File: config.mk
export PLATFORM = sky130hd
export DESIGN_NAME = uart_fifo_xon_xoff_core
export DESIGN_NICKNAME = d
export VERILOG_FILES = /design/src/rtl/ufx_pkg.sv /design/src/rtl/ufx_ram.sv /design/src/rtl/ufx_ring.sv /design/src/rtl/uart_fifo_xon_xoff_core.sv
export VERILOG_INCLUDE_DIRS = /design/src /design/src/rtl
export SDC_FILE = /design/constraint.sdc
export NUM_CORES = 2
export LEC_CHECK = 0
export BUFFER_PORTS_ARGS = -buffer_cell sky130_fd_sc_hd__clkbuf_2
export CORE_MARGIN = 10
export CORE_UTILIZATION = 65
export CTS_CLUSTER_SIZE = 28
export DETAILED_ROUTE_END_ITERATION = 10
export PLACE_DENSITY = 0.85
export SYNTH_ARGS = -nofsm -noshare
export SYNTH_HDL_FRONTEND = slang
export SYNTH_SLANG_ARGS = --single-unit
File: constraint.sdc
create_clock -name clock -period 11.4 [get_ports clock]
set_input_delay 1.14 -clock clock [delete_from_list [all_inputs] [get_ports clock]]
set_output_delay 1.14 -clock clock [all_outputs]
set_load 0.1 [all_outputs]
File: src/rtl/uart_fifo_xon_xoff_core_assert.svh
// Assertion macros shared by the serial buffer core.
`ifndef UART_FIFO_XON_XOFF_CORE_ASSERT_SVH
`define UART_FIFO_XON_XOFF_CORE_ASSERT_SVH

// Same-cycle implication, disabled while reset is high.
`define UFX_ASSERT_NOW(label, clk, rst, ante, cons) \
   label: assert property (@(posedge clk) disable iff (rst) (ante) |-> (cons)) \
      else $error("ufx assertion failed");

// Next-cycle implication, disabled while reset is high.
`define UFX_ASSERT_NEXT(label, clk, rst, ante, cons) \
   label: assert property (@(posedge clk) disable iff (rst) (ante) |=> (cons)) \
      else $error("ufx assertion failed");

`endif

File: src/rtl/ufx_pkg.sv
// Package: types, codes and defaults of the serial buffer core.
`timescale 1ns / 1ps
package ufx_pkg;

   localparam int RX_DEPTH_DEF = 128;
   localparam int TX_DEPTH_DEF = 64;

   localparam int REQ_TYPE_W  = 3;
   localparam int BYTE_W      = 8;
   localparam int PORT_W      = 2;
   localparam int MARK_W      = 7;
   localparam int RX_LEVEL_W  = 7;
   localparam int TX_LEVEL_W  = 6;
   localparam int CSR_INDEX_W = 3;
   localparam int CSR_DATA_W  = 8;
   // wide enough for any level (up to 255) plus one, and for a mark
   localparam int CMP_W       = 9;

   typedef enum logic [REQ_TYPE_W-1:0] {
      REQ_RX_BYTE    = 3'd0,
      REQ_HOST_READ  = 3'd1,
      REQ_HOST_WRITE = 3'd2,
      REQ_TX_READY   = 3'd3,
      REQ_RX_FLUSH   = 3'd4
   } req_code_type;

   typedef enum logic [CSR_INDEX_W-1:0] {
      CSR_FLOW_ENABLE  = 3'd0,
      CSR_RX_HIGH_MARK = 3'd1,
      CSR_RX_LOW_MARK  = 3'd2,
      CSR_XON_BYTE     = 3'd3,
      CSR_XOFF_BYTE    = 3'd4
   } csr_index_type;

   typedef enum logic [1:0] {
      FLOW_XON_SENT  = 2'd0,
      FLOW_XOFF_PEND = 2'd1,
      FLOW_XOFF_SENT = 2'd2,
      FLOW_XON_PEND  = 2'd3
   } flow_mode_type;

   typedef enum logic [1:0] {
      LINE_NONE = 2'd0,
      LINE_FLOW = 2'd1,
      LINE_BUF  = 2'd2
   } line_src_type;

   localparam logic              FLOW_ENABLE_RST  = 1'b1;
   localparam logic [MARK_W-1:0] RX_HIGH_MARK_RST = 7'd96;
   localparam logic [MARK_W-1:0] RX_LOW_MARK_RST  = 7'd64;
   localparam logic [BYTE_W-1:0] XON_BYTE_RST     = 8'd17;
   localparam logic [BYTE_W-1:0] XOFF_BYTE_RST    = 8'd19;

   // ring pointer commands
   typedef struct packed {
      logic push;
      logic pop;
      logic flush;
   } ring_ctl_type;

   // ring status
   typedef struct packed {
      logic full;
      logic empty;
   } ring_flag_type;

endpackage

File: src/rtl/ufx_ram.sv
// Generic single-port RAM with registered read.
`timescale 1ns / 1ps
module ufx_ram #(
   parameter int WIDTH = 8,
   parameter int DEPTH = 64
) (
   input  logic                     clock,
   input  logic                     en,
   input  logic                     we,
   input  logic [$clog2(DEPTH)-1:0] addr,
   input  logic [WIDTH-1:0]         wdata,
   output logic [WIDTH-1:0]         rdata
);

   logic [WIDTH-1:0] mem_ff [DEPTH];
   logic [WIDTH-1:0] rdata_ff;

   always_ff @(posedge clock) begin
      if (en) begin
         if (we) begin
            mem_ff[addr] <= wdata;
         end else begin
            rdata_ff <= mem_ff[addr];
         end
      end
   end

   assign rdata = rdata_ff;

endmodule

File: src/rtl/ufx_ring.sv
// Ring buffer pointers: head, tail, level, full and empty.
`timescale 1ns / 1ps
module ufx_ring #(
   parameter int DEPTH = 64
) (
   input  logic                     clock,
   input  logic                     reset,
   input  ufx_pkg::ring_ctl_type    ctl,
   output logic [$clog2(DEPTH)-1:0] head,
   output logic [$clog2(DEPTH)-1:0] tail,
   output logic [$clog2(DEPTH)-1:0] level,
   output ufx_pkg::ring_flag_type   flag
);

   localparam int PTR_W = $clog2(DEPTH);
   localparam logic [PTR_W-1:0] LAST    = PTR_W'(DEPTH - 1);
   localparam logic [PTR_W:0]   DEPTH_L = (PTR_W + 1)'(DEPTH);

   logic [PTR_W-1:0] head_ff, head_in;
   logic [PTR_W-1:0] tail_ff, tail_in;
   logic [PTR_W-1:0] head_nxt, tail_nxt;
   logic [PTR_W:0]   diff, diff_wrap;

   assign head_nxt = (head_ff == LAST) ? '0 : head_ff + 1'b1;
   assign tail_nxt = (tail_ff == LAST) ? '0 : tail_ff + 1'b1;

   assign diff      = {1'b0, head_ff} - {1'b0, tail_ff};
   assign diff_wrap = {1'b0, head_ff} + DEPTH_L - {1'b0, tail_ff};

   always_comb begin
      head_in = head_ff;
      tail_in = tail_ff;
      if (ctl.push) begin
         head_in = head_nxt;
      end
      if (ctl.pop) begin
         tail_in = tail_nxt;
      end else if (ctl.flush) begin
         tail_in = head_ff;
      end
   end

   always_ff @(posedge clock) begin
      if (reset) begin
         head_ff <= '0;
         tail_ff <= '0;
      end else begin
         head_ff <= head_in;
         tail_ff <= tail_in;
      end
   end

   assign head       = head_ff;
   assign tail       = tail_ff;
   assign level      = (head_ff >= tail_ff) ? diff[PTR_W-1:0] : diff_wrap[PTR_W-1:0];
   assign flag.full  = (head_nxt == tail_ff);
   assign flag.empty = (head_ff == tail_ff);

endmodule

File: src/rtl/uart_fifo_xon_xoff_core.sv
// Top level: serial receive/transmit buffers with XON/XOFF flow control.
`timescale 1ns / 1ps
`include "uart_fifo_xon_xoff_core_assert.svh"
// One request is taken in every clock cycle (busy stays low), and its result
// shows on the rsp_ ports for exactly one cycle, the cycle right after the
// request was accepted, marked by rsp_strobe. That delay of the result comes
// from the registered read port of the buffer RAMs: a host read or a
// transmitter-ready request fetches its byte at the accepting edge, and the
// byte appears with the strobe. The receiver cannot stall, so take the result
// in that cycle. Level, enable, port and flow outputs show the state after
// the request. The buffers come out of reset with no clearing pass; an entry
// is only ever read after it was written. Configuration writes take effect
// at the next edge; write them only while no request is in flight.
module uart_fifo_xon_xoff_core #(
   parameter int RX_DEPTH = ufx_pkg::RX_DEPTH_DEF,
   parameter int TX_DEPTH = ufx_pkg::TX_DEPTH_DEF
) (
   input  logic                              clock,
   input  logic                              reset,
   // request channel
   input  logic                              start,
   output logic                              busy,
   input  logic [ufx_pkg::REQ_TYPE_W-1:0]    req_type,
   input  logic [ufx_pkg::BYTE_W-1:0]        req_data_byte,
   input  logic [ufx_pkg::PORT_W-1:0]        req_port,
   // result channel
   output logic                              rsp_strobe,
   output logic [ufx_pkg::BYTE_W-1:0]        rsp_read_data,
   output logic                              rsp_read_empty,
   output logic [ufx_pkg::BYTE_W-1:0]        rsp_line_byte,
   output logic                              rsp_line_valid,
   output logic                              rsp_write_refused,
   output logic                              rsp_rx_dropped,
   output logic                              rsp_tx_irq_on,
   output logic [ufx_pkg::PORT_W-1:0]        rsp_tx_port,
   output logic [1:0]                        rsp_flow_state,
   output logic [ufx_pkg::RX_LEVEL_W-1:0]    rsp_rx_level,
   output logic [ufx_pkg::TX_LEVEL_W-1:0]    rsp_tx_level,
   // configuration write port
   input  logic                              csr_we,
   input  logic [ufx_pkg::CSR_INDEX_W-1:0]   csr_index,
   input  logic [ufx_pkg::CSR_DATA_W-1:0]    csr_wdata
);

   localparam int RX_PTR_W = $clog2(RX_DEPTH);
   localparam int TX_PTR_W = $clog2(TX_DEPTH);
   localparam int CMP_W    = ufx_pkg::CMP_W;

   // ---------------------------------------------------------------------
   // Configuration registers
   // ---------------------------------------------------------------------
   logic                               flow_enable_ff;
   logic [ufx_pkg::MARK_W-1:0]         rx_high_mark_ff;
   logic [ufx_pkg::MARK_W-1:0]         rx_low_mark_ff;
   logic [ufx_pkg::BYTE_W-1:0]         xon_byte_ff;
   logic [ufx_pkg::BYTE_W-1:0]         xoff_byte_ff;

   always_ff @(posedge clock) begin
      if (reset) begin
         flow_enable_ff  <= ufx_pkg::FLOW_ENABLE_RST;
         rx_high_mark_ff <= ufx_pkg::RX_HIGH_MARK_RST;
         rx_low_mark_ff  <= ufx_pkg::RX_LOW_MARK_RST;
         xon_byte_ff     <= ufx_pkg::XON_BYTE_RST;
         xoff_byte_ff    <= ufx_pkg::XOFF_BYTE_RST;
      end else if (csr_we) begin
         unique case (ufx_pkg::csr_index_type'(csr_index))
            ufx_pkg::CSR_FLOW_ENABLE:  flow_enable_ff  <= csr_wdata[0];
            ufx_pkg::CSR_RX_HIGH_MARK: rx_high_mark_ff <= csr_wdata[ufx_pkg::MARK_W-1:0];
            ufx_pkg::CSR_RX_LOW_MARK:  rx_low_mark_ff  <= csr_wdata[ufx_pkg::MARK_W-1:0];
            ufx_pkg::CSR_XON_BYTE:     xon_byte_ff     <= csr_wdata;
            ufx_pkg::CSR_XOFF_BYTE:    xoff_byte_ff    <= csr_wdata;
            default: ;  // unmapped index: write is dropped
         endcase
      end
   end

   // ---------------------------------------------------------------------
   // Ring pointers and buffer RAMs
   // ---------------------------------------------------------------------
   ufx_pkg::ring_ctl_type  rx_ctl, tx_ctl;
   ufx_pkg::ring_flag_type rx_flag, tx_flag;
   logic [RX_PTR_W-1:0]    rx_head, rx_tail, rx_level;
   logic [TX_PTR_W-1:0]    tx_head, tx_tail, tx_level;
   logic [ufx_pkg::BYTE_W-1:0] rx_rdata, tx_rdata;

   ufx_ring #(.DEPTH(RX_DEPTH)) u_rx_ring (
      .clock (clock),
      .reset (reset),
      .ctl   (rx_ctl),
      .head  (rx_head),
      .tail  (rx_tail),
      .level (rx_level),
      .flag  (rx_flag)
   );

   ufx_ring #(.DEPTH(TX_DEPTH)) u_tx_ring (
      .clock (clock),
      .reset (reset),
      .ctl   (tx_ctl),
      .head  (tx_head),
      .tail  (tx_tail),
      .level (tx_level),
      .flag  (tx_flag)
   );

   // single port each: a push writes at head, a pop reads at tail
   ufx_ram #(.WIDTH(ufx_pkg::BYTE_W), .DEPTH(RX_DEPTH)) u_rx_ram (
      .clock (clock),
      .en    (rx_ctl.push | rx_ctl.pop),
      .we    (rx_ctl.push),
      .addr  (rx_ctl.push ? rx_head : rx_tail),
      .wdata (req_data_byte),
      .rdata (rx_rdata)
   );

   ufx_ram #(.WIDTH(ufx_pkg::BYTE_W), .DEPTH(TX_DEPTH)) u_tx_ram (
      .clock (clock),
      .en    (tx_ctl.push | tx_ctl.pop),
      .we    (tx_ctl.push),
      .addr  (tx_ctl.push ? tx_head : tx_tail),
      .wdata (req_data_byte),
      .rdata (tx_rdata)
   );

   // ---------------------------------------------------------------------
   // Request decode and state update
   // ---------------------------------------------------------------------
   logic                        accept;
   ufx_pkg::flow_mode_type      flow_mode_ff, flow_mode_in;
   logic                        tx_enable_ff, tx_enable_in;
   logic [ufx_pkg::PORT_W-1:0]  active_port_ff, active_port_in;

   logic                        rd_take, rd_empty, refused, dropped;
   ufx_pkg::line_src_type       line_src;
   logic [ufx_pkg::BYTE_W-1:0]  flow_char;

   logic [CMP_W-1:0] rx_level_inc, rx_level_dec, high_ext, low_ext;

   assign busy   = 1'b0;
   assign accept = start & ~busy;

   // levels as they stand after one push or one pop
   assign rx_level_inc = CMP_W'(rx_level) + 1'b1;
   assign rx_level_dec = CMP_W'(rx_level) - 1'b1;
   assign high_ext     = CMP_W'(rx_high_mark_ff);
   assign low_ext      = CMP_W'(rx_low_mark_ff);

   always_comb begin
      rx_ctl         = '0;
      tx_ctl         = '0;
      flow_mode_in   = flow_mode_ff;
      tx_enable_in   = tx_enable_ff;
      active_port_in = active_port_ff;
      rd_take        = 1'b0;
      rd_empty       = 1'b0;
      refused        = 1'b0;
      dropped        = 1'b0;
      line_src       = ufx_pkg::LINE_NONE;
      flow_char      = xon_byte_ff;
      if (accept) begin
         unique case (ufx_pkg::req_code_type'(req_type))
            ufx_pkg::REQ_RX_BYTE: begin
               active_port_in = req_port;
               if (rx_flag.full) begin
                  dropped = 1'b1;
               end else begin
                  rx_ctl.push = 1'b1;
                  if (flow_enable_ff && flow_mode_ff == ufx_pkg::FLOW_XON_SENT &&
                      rx_level_inc >= high_ext) begin
                     flow_mode_in = ufx_pkg::FLOW_XOFF_PEND;
                     tx_enable_in = 1'b1;
                  end
               end
            end
            ufx_pkg::REQ_HOST_READ: begin
               if (rx_flag.empty) begin
                  rd_empty = 1'b1;
               end else begin
                  rx_ctl.pop = 1'b1;
                  rd_take    = 1'b1;
                  if (flow_enable_ff && flow_mode_ff == ufx_pkg::FLOW_XOFF_SENT &&
                      rx_level_dec < low_ext) begin
                     flow_mode_in = ufx_pkg::FLOW_XON_PEND;
                     tx_enable_in = 1'b1;
                  end
               end
            end
            ufx_pkg::REQ_HOST_WRITE: begin
               if (tx_flag.full) begin
                  refused = 1'b1;
               end else begin
                  tx_ctl.push  = 1'b1;
                  tx_enable_in = 1'b1;
               end
            end
            ufx_pkg::REQ_TX_READY: begin
               if (tx_enable_ff) begin
                  // a queued flow character goes ahead of buffered data
                  if (flow_enable_ff && flow_mode_ff == ufx_pkg::FLOW_XOFF_PEND) begin
                     line_src     = ufx_pkg::LINE_FLOW;
                     flow_char    = xoff_byte_ff;
                     flow_mode_in = ufx_pkg::FLOW_XOFF_SENT;
                  end else if (flow_enable_ff &&
                               flow_mode_ff == ufx_pkg::FLOW_XON_PEND) begin
                     line_src     = ufx_pkg::LINE_FLOW;
                     flow_char    = xon_byte_ff;
                     flow_mode_in = ufx_pkg::FLOW_XON_SENT;
                  end else if (!tx_flag.empty) begin
                     line_src   = ufx_pkg::LINE_BUF;
                     tx_ctl.pop = 1'b1;
                  end
                  // drained: empty already, or the last byte just left
                  if (tx_flag.empty || (tx_ctl.pop && tx_level == TX_PTR_W'(1))) begin
                     tx_enable_in = 1'b0;
                  end
               end
            end
            ufx_pkg::REQ_RX_FLUSH: begin
               rx_ctl.flush = 1'b1;
               flow_mode_in = ufx_pkg::FLOW_XON_SENT;
            end
            default: ;  // unused codes only report status
         endcase
      end
   end

   always_ff @(posedge clock) begin
      if (reset) begin
         flow_mode_ff   <= ufx_pkg::FLOW_XON_SENT;
         tx_enable_ff   <= 1'b0;
         active_port_ff <= '0;
      end else begin
         flow_mode_ff   <= flow_mode_in;
         tx_enable_ff   <= tx_enable_in;
         active_port_ff <= active_port_in;
      end
   end

   // ---------------------------------------------------------------------
   // Result stage: flags registered alongside the RAM read
   // ---------------------------------------------------------------------
   logic                        rsp_strobe_ff;
   logic                        rd_take_ff, rd_empty_ff, refused_ff, dropped_ff;
   ufx_pkg::line_src_type       line_src_ff;
   logic [ufx_pkg::BYTE_W-1:0]  flow_char_ff;
   logic [CMP_W-1:0]            rx_level_ext, tx_level_ext;

   always_ff @(posedge clock) begin
      if (reset) begin
         rsp_strobe_ff <= 1'b0;
         rd_take_ff    <= 1'b0;
         rd_empty_ff   <= 1'b0;
         refused_ff    <= 1'b0;
         dropped_ff    <= 1'b0;
         line_src_ff   <= ufx_pkg::LINE_NONE;
      end else begin
         rsp_strobe_ff <= accept;
         rd_take_ff    <= rd_take;
         rd_empty_ff   <= rd_empty;
         refused_ff    <= refused;
         dropped_ff    <= dropped;
         line_src_ff   <= line_src;
      end
   end

   always_ff @(posedge clock) begin
      flow_char_ff <= flow_char;
   end

   always_comb begin
      case (line_src_ff)
         ufx_pkg::LINE_FLOW: rsp_line_byte = flow_char_ff;
         ufx_pkg::LINE_BUF:  rsp_line_byte = tx_rdata;
         default:            rsp_line_byte = '0;
      endcase
   end

   assign rx_level_ext = CMP_W'(rx_level);
   assign tx_level_ext = CMP_W'(tx_level);

   assign rsp_strobe        = rsp_strobe_ff;
   assign rsp_read_data     = rd_take_ff ? rx_rdata : '0;
   assign rsp_read_empty    = rd_empty_ff;
   assign rsp_line_valid    = (line_src_ff != ufx_pkg::LINE_NONE);
   assign rsp_write_refused = refused_ff;
   assign rsp_rx_dropped    = dropped_ff;
   assign rsp_tx_irq_on     = tx_enable_ff;
   assign rsp_tx_port       = active_port_ff;
   assign rsp_flow_state    = flow_mode_ff;
   assign rsp_rx_level      = rx_level_ext[ufx_pkg::RX_LEVEL_W-1:0];
   assign rsp_tx_level      = tx_level_ext[ufx_pkg::TX_LEVEL_W-1:0];

   // ---------------------------------------------------------------------
   // Assertions
   // ---------------------------------------------------------------------
   // every accepted request yields its result in the next cycle
   `UFX_ASSERT_NEXT(a_rsp_follows_req, clock, reset, accept, rsp_strobe)
   // a dropped byte means the receive buffer is still full
   `UFX_ASSERT_NOW(a_drop_when_full, clock, reset, rsp_rx_dropped, rx_flag.full)
   // buffered transmit data always keeps the transmit enable on
   `UFX_ASSERT_NOW(a_tx_data_enabled, clock, reset, !tx_flag.empty, tx_enable_ff)

endmodule

# Yosys cells after proc, flatten, opt, wreduce, memory -nomap -nowiden

Memory sizes are Yosys's and may differ from the RTL's. A register that Yosys moved wholly into a read port is not among the register bits.
Index checks and enable logic that the tools add are counted.

Register bits after elaboration: 77
RAM bits: 1,536
Input bits: 28
Output and inout bits: 40
Word-level logic and storage cells: 169
Memories: 2

Memory list:

| name            | words | bits a word | read ports | clocked after Yosys merged registers in | wr ports | line          | source |
|---|---|---|---|---|---|---|---|
| u_rx_ram.mem_ff | 128   | 8           | 1          | 1                                       | 1        | ufx_ram.sv:15 | `logic [WIDTH-1:0] mem_ff [DEPTH];` |
| u_tx_ram.mem_ff | 64    | 8           | 1          | 1                                       | 1        | ufx_ram.sv:15 |  |

$add $sub $neg: 12
Magnitude comparators: 4
Equality and inequality tests: 29
Mux-type cells: 61
Bitwise gates (word level): 10
Reduce and logical (&&, ||, !) cells: 31

Operators by type and width:

| kind                | count |
|---|---|
| $mux 7              | 6 |
| $mux 8              | 5 |
| $mux 1              | 33 |
| $mux 6              | 4 |
| $add 7x1->7 const B | 3 |
| $add 6x1->6 const B | 3 |
| $mux 2              | 9 |
| $pmux 8 s2          | 1 |
| $reduce_and 2->1    | 8 |
| $eq 7x7->1          | 2 |
| $eq 7x7->1 const B  | 2 |
| $sub 7x7->7         | 2 |
| $eq 3x2->1 const B  | 4 |
| $eq 6x6->1          | 2 |
| $eq 6x6->1 const B  | 2 |
| $ne 2x2->1 const B  | 6 |
| $sub 6x6->6         | 2 |
| $lt 9x7->1          | 1 |
| $reduce_or 3->1     | 3 |
| $add 7x1->8 const B | 1 |
| $ge 8x7->1          | 1 |
| $not 1->1           | 8 |
| $pmux 2 s4          | 1 |
| $reduce_and 8->1    | 1 |
| 22 further kinds    | 37 |

# Depth between registers and ports, before layout

Word-level depth: 13
Gate-level depth with buffers: 18
Mapped depth without buffers: 18

# Modules after synthesis

From an unflattened synthesis, not the netlist that was laid out.

Cells, all modules: 4,241
Area, all modules: 66,038.3 um2

Modules (own cells, without submodules):

| module                  | times used | cells an instance | area each (um2) |
|---|---|---|---|
| ufx_ram (u_rx_ram)      | 1          | 2,468             | 40,537.6 |
| ufx_ram (u_tx_ram)      | 1          | 1,144             | 20,428.3 |
| uart_fifo_xon_xoff_core | 1          | 353               | 2,899.0 |
| ufx_ring (u_rx_ring)    | 1          | 149               | 1,149.9 |
| ufx_ring (u_tx_ring)    | 1          | 127               | 1,023.5 |

# Worst setup path after synthesis

OpenSTA, ideal clock, no wires.

Path type: register -> register
From: reg u_rx_ring.tail_ff[2], in the netlist u_rx_ring.tail[2]
To: reg flow_mode_ff[0], in the netlist rsp_flow_state[0]
Library setup time: 128 ps
Data arrival time: 4,870 ps
Data required time: 11,272 ps
Slack: 6,402 ps
Cell stages (with the launch flop): 17
Buffers on the path: 1
Cell sequence: dfxtp_1 clkbuf_1 inv_1 ha_1 nand2_1 nand2_1 a21oi_1 xnor2_1 nand3_1 xnor2_1 ha_1 a21o_1 a221oi_1 o221ai_1 nand3_1 mux2i_1 nor2_1

Cells in the longest elaborated chain, start to end: 7
Elaborated cells on any way between the ends: 17
Classes of those cells: add/sub: 4; order compare: 3; eq/ne: 6; mux: 1; reduce/logical: 3

Ends and longest elaborated chain:

| what                                       | line                                                           | source |
|---|---|---|
| from (decl)                                | ufx_ring.sv:20                                                 | `logic [PTR_W-1:0] tail_ff, tail_in;` |
| from (signal assigned)                     | ufx_ring.sv:49                                                 | `tail_ff <= tail_in;` |
| $sub 7x7->7 (tied with other cells)        | ufx_ring.sv:28                                                 | `assign diff_wrap = {1'b0, head_ff} + DEPTH_L - {1'b0, tail_ff};` |
| $mux 7 *                                   | ufx_ring.sv:55                                                 | `assign level = (head_ff >= tail_ff) ? diff[PTR_W-1:0] : diff_wrap[PTR_W-1:0];` |
| net rsp_rx_level (one bit)                 | uart_fifo_xon_xoff_core.sv:37                                  | `output logic [ufx_pkg::RX_LEVEL_W-1:0] rsp_rx_level,` |
| $sub 7x1->8 or $add 7x1->8 (tied branches) | uart_fifo_xon_xoff_core.sv:144, uart_fifo_xon_xoff_core.sv:143 |  |
| $lt 9x7->1 or $ge 8x7->1 (tied branches)   | uart_fifo_xon_xoff_core.sv:182, uart_fifo_xon_xoff_core.sv:169 |  |
| $logic_and 1x1->1 (on tied branches)       | uart_fifo_xon_xoff_core.sv:181, uart_fifo_xon_xoff_core.sv:168 |  |
| $ne 2x2->1 (no source line)                | -                                                              |  |
| $reduce_and 8->1 (no source line) *        | -                                                              |  |
| to (signal assigned)                       | uart_fifo_xon_xoff_core.sv:229                                 | `flow_mode_ff <= ufx_pkg::FLOW_XON_SENT;` |
| to (signal assigned)                       | uart_fifo_xon_xoff_core.sv:233                                 | `flow_mode_ff <= flow_mode_in;` |
| to (decl)                                  | uart_fifo_xon_xoff_core.sv:129                                 | `ufx_pkg::flow_mode_type flow_mode_ff, flow_mode_in;` |

Mark *: on every way through the listed nets, which the timed path passes. The rest lies on a longest branch.
A chain may end at the register's enable or synchronous reset.

# Worst setup path in the final report

From: reg u_rx_ring.head_ff[1], in the netlist u_rx_ring.head[1]
To: reg u_rx_ram.rdata_ff[0], in the netlist u_rx_ram.rdata[0], read port of u_rx_ram.mem_ff (data pin)

Cells in the longest elaborated chain, start to end: 8
Elaborated cells on any way between the ends: 14
Classes of those cells: add/sub: 1; eq/ne: 3; mux: 7; bitwise: 2; reduce/logical: 1

Ends and longest elaborated chain:

| what                                      | line                           | source |
|---|---|---|
| from (decl)                               | ufx_ring.sv:19                 | `logic [PTR_W-1:0] head_ff, head_in;` |
| from (signal assigned)                    | ufx_ring.sv:48                 | `head_ff <= head_in;` |
| $add 7x1->7 or $eq 7x7->1 (tied branches) | ufx_ring.sv:24                 | `assign head_nxt = (head_ff == LAST) ? '0 : head_ff + 1'b1;` |
| $mux 7                                    | ufx_ring.sv:24                 |  |
| $eq 7x7->1                                | ufx_ring.sv:56                 | `assign flag.full = (head_nxt == tail_ff);` |
| $mux 1                                    | uart_fifo_xon_xoff_core.sv:164 | `if (rx_flag.full) begin` |
| $mux 1                                    | uart_fifo_xon_xoff_core.sv:161 | `unique case (ufx_pkg::req_code_type'(req_type))` |
| $mux 3                                    | uart_fifo_xon_xoff_core.sv:160 | `if (accept) begin` |
| $or 1x1->1 or $not 1->1 (tied branches)   | -                              |  |
| $reduce_and 2->1 (no source line)         | -                              |  |
| to (decl)                                 | ufx_ram.sv:16                  | `logic [WIDTH-1:0] rdata_ff;` |

Several ways; a longest one is shown, not always the timed one.

==> impl_metrics.yaml <==
outcome:
  outcome: "complete, no violations"
sta:
  worst_clock_skew_ns: 0.0386
  layout_worst_path_cycle_share_pct: 61.0
  slew_viol_final: 0
  worst_slack_ns: 4.44
  timing.final.setup_violations: 0
  transition_time_at_the_pin_with_the_least_slew_margin_ns: 1.24
  relSlewSlack_pct: 16.7
  final.setup.tns_ns: 0
  fin_crit_period_ns: 6.96
  rsz0062_at_grt: "false"
  hold_viol: 0
  timing.fmax_mhz: 144
setup_path:
  critPathCaptureType: "flip-flop"
  cp_max_fo: 140
  worst_path_largest_cell_delay_ns: 0.80
  reg2reg_to: "u_rx_ram.rdata[0]"
  timing.critical_path.arrival_ns: 7.48
  worst_r2r_path_depth: 14
  setup_slack_of_the_worst_register_to_register_path_ns: 4.44
  cp_dominant_cell_by_count: "buf_12"
  setup.worst_path.start_class: "flip-flop"
  timing.critical_path.required_ns: 11.92
  crit-reg2reg-launch: "u_rx_ring.head[1]"
  crit_chain: "ha_1 -> nand4_1 -> or3_1 -> a2111o_1 -> o21ai_4 -> buf_4 -> mux2i_4 -> buf_12 -> buf_12 -> mux2i_1 -> o22ai_1 -> o21ai_0 -> a41oi_1 -> or4_1"
  critPathSlowestCell: "dfxtp_1"
  timing_worst_setup_path_type: "reg -> reg"
global_routing:
  antenna_found_initial: 4
  grt_use_total_pct: 28.7
  overflow: 0
  largest_net_degree_at_the_start_of_global_routing: 141
  first_global_vias: 37987
  grt_pass1_wl_um: 242000
die:
  design.portCount: 68
  start_util_pct: 65.5
  coreArea_um2: 98400
  floorplan.rows: 115
  floorplan.die_area_um2: 112000
  die_w_um: 335
  die_height_um: 335
synthesis:
  main_combinational_cell_family_by_area_after_synthesis: "compound AO/OA/AOI/OAI gates"
  ys_warn_count: 0
  synth-seq-cells: 1629
  yosys.area.top_type: "edfxtp_1"
  syn-mean-instance-area_um2: 15.9
  dominantRegCellSynth: "edfxtp_1"
  syn-num-nets: 4121
  ys_types: 69
  synth.top_cells.by_area: "edfxtp_1, mux2i_1, dfxtp_1, o22ai_1, nor2_1"
  syn-cell-area_um2: 64500
  synthesized_area_fraction_occupied_by_ao_oa_aoi_and_oai_cells_pct: 8.71
  yosysSeqAreaShare_pct: 74.7
  synth-edff-count: 1552
  post_synth_inst_count: 4058
  synthAdderAreaFrac_pct: 0.703
  post_synth_mux_area_share_pct: 8.66
  xor_and_xnor_area_share_after_synthesis_pct: 0.516
  async_reset_ff_share_pct: 0
  synth_simple_gate_area_share_pct: 4.72
  synth_top_cell_area_share_pct: 72.3
clock_tree:
  clock_tree_from_tritoncts: "built"
  clk_transition_reported_paths_ns: 0.07
  clock_latency_ns: 0.78
  cts.path.max_buffers: 3
  cts_buffers: 153
  cts_setup_buffers: 0
  clk_root_buffer_cell: "clkbuf_16"
  cts_sinks: 1629
  ctsHoldBuffers: 0
  number_of_levels_the_h_tree_was_split_into: 4
  cts.repair.resized: 0
routing:
  routed_wl_um: 164000
  via_per_inst: 7.04
  route.detailed.drc: 0
  antenna_viol_nets_final: 0
  post_drt_wl_per_cell_um: 29.8
  routed-via-count: 38692
  dr.pass1.iters: 7
  drtIter0Drc: 6427
placement:
  placement.cell_area_um2: 66000
  place_congestion: 0.955
  placement.setup.worst_slack_ns: 4.71
  port_buffers: 66
  hpwlAfterDp_um: 92600
cells_and_area:
  drive_above_1_share_pct: 10.3
  design.final.nets: 4147
  post-route-cell-area_um2: 70900
  syn_to_final_growth_pct: 9.97
flow_run:
  max-cap-violations: 0
power_and_ir_drop:
  leakage_nw: 25.3
  power_density_nw_per_um2: 167
  peakVddDrop_mv: 0.150
  power_total_mw: 11.8
min_path:
  worstHoldEndpoint: "xoff_byte_ff[2]"
  worst_hold_check_path_type: "reg -> reg"
  worst_hold_path.num_cells: 2
  timing.hold.worst.start: "xoff_byte_ff[2]"
==> through the flow <==
stage               hold slack (ns)  utilization [%]  std cells
floorplan                     0.432                -       4058
global placement              0.440             67.0       5216
detailed placement            0.447             67.0       5216
CTS                           0.465             72.0       5492
global route                  0.475             72.0       5492
finish                        0.466             72.0       5494
==> registers in the layout, indices dropped and copies added (netlist names), 7 cells and up <==
| register | flops |
|---|---|
| u_tx_ram.rdata | 8 |
| rx_low_mark_ff | 7 |
| u_rx_ram.mem_ff | 1024 |
| rx_high_mark_ff | 7 |
| u_rx_ram.rdata | 8 |
| u_tx_ram.mem_ff | 512 |
| xoff_byte_ff | 8 |
| flow_char_ff | 8 |
| u_rx_ring.tail | 7 |
| xon_byte_ff | 8 |
| u_rx_ring.head | 7 |
==> worst max-delay path by stage <==
stage	from	to	cells past startpoint
floorplan	u_rx_ring.tail[2]	rsp_flow_state[0]	16
finish	u_rx_ring.head[1]	u_rx_ram.rdata[0]	14
global placement	u_rx_ring.head[1]	u_rx_ram.rdata[0]	14
global route	u_rx_ring.head[1]	u_rx_ram.rdata[0]	14
CTS	u_rx_ring.head[1]	u_rx_ram.rdata[3]	14
detailed placement	u_rx_ring.head[1]	u_rx_ram.rdata[0]	14
==> report_power, final <==
group          switching, mW  total [mW]  internal (mW)
sequential           0.00456        6.56           6.55
combinational          0.176       0.220         0.0442
clock                   2.25        5.03           2.78
total                   2.43        11.8           9.37
==> critical path: cells and delay by family, from the launching register on <==
family	cells	cell delay [ns]
AOI/OAI and AO/OA	5	1.62
buffers and inverters	3	1.53
and+or+nand+nor	3	1.18
DFF	1	0.80
muxes	2	0.76
adders and majority gates	1	0.37
==> cells in the final DEF (no fill, tap or decap), drive strengths merged, types with 32 or more instances in the layout <==
cell type	netlist	layout
clkbuf	145	241
ha	33	33
mux2i	462	462
nor2	266	266
buf	107	65
o22ai	202	202
nand3	33	33
inv	50	57
a222oi	38	38
a22o	54	54
o21ai	149	149
a22oi	129	129
a21oi	88	88
nand2	227	227
edfxtp	1552	1552
mux2	53	53
a31oi	66	66
dfxtp	77	77
a41oi	32	32
clkinv	0	70
nor4	33	33
==> area by class of cell <==
cell class / count / area, µm²
Clock buffer: 183 / 3980
Timing Repair Buffer: 123 / 846
Fill cell: 5554 / 27500
Sequential cell: 1629 / 48100
Tap cell: 1287 / 1610
Multi-Input combinational cell: 2127 / 15200
Antenna cell: 2 / 5.00
Clock inverter: 93 / 956
Inverter: 50 / 188
==> cells in the mapped netlist (all sizes together), types with 24 or more instances <==
library cell  count
o22ai           202
a22o             54
buf             107
a21oi            88
nand2           227
nand3            33
mux2i           462
a222oi           38
dfxtp            77
a41oi            32
nor4             33
a22oi           129
a31oi            66
nor2            266
edfxtp         1552
nor3             24
mux2             53
o21ai           149
clkbuf          145
inv              50
ha               33
==> logic make-up (layout without fill, tap and decap cells) <==
group,count (synthesis),count (layout)
buffers and inverters,302,449
DFF,1629,1629
AOI/OAI and AO/OA,832,832
xor gates and xnor gates,38,38
adders and majority gates,35,35
muxes,531,531
other,1,3
and+or+nand+nor,690,690
==> routing by layer <==
layer / global-route usage [%] / wire length (µm) / part of all wire (%) / vias up
met5: 0 / 23 / 0.014 / -
met4: 14.7 / 8940 / 5.5 / 4
met3: 6.89 / 19200 / 12 / 554
met2: 46.4 / 79100 / 48 / 3051
met1: 36.3 / 56500 / 34 / 19015
li1: - / - / - / 16068
Power figures use the tool's default switching activity.
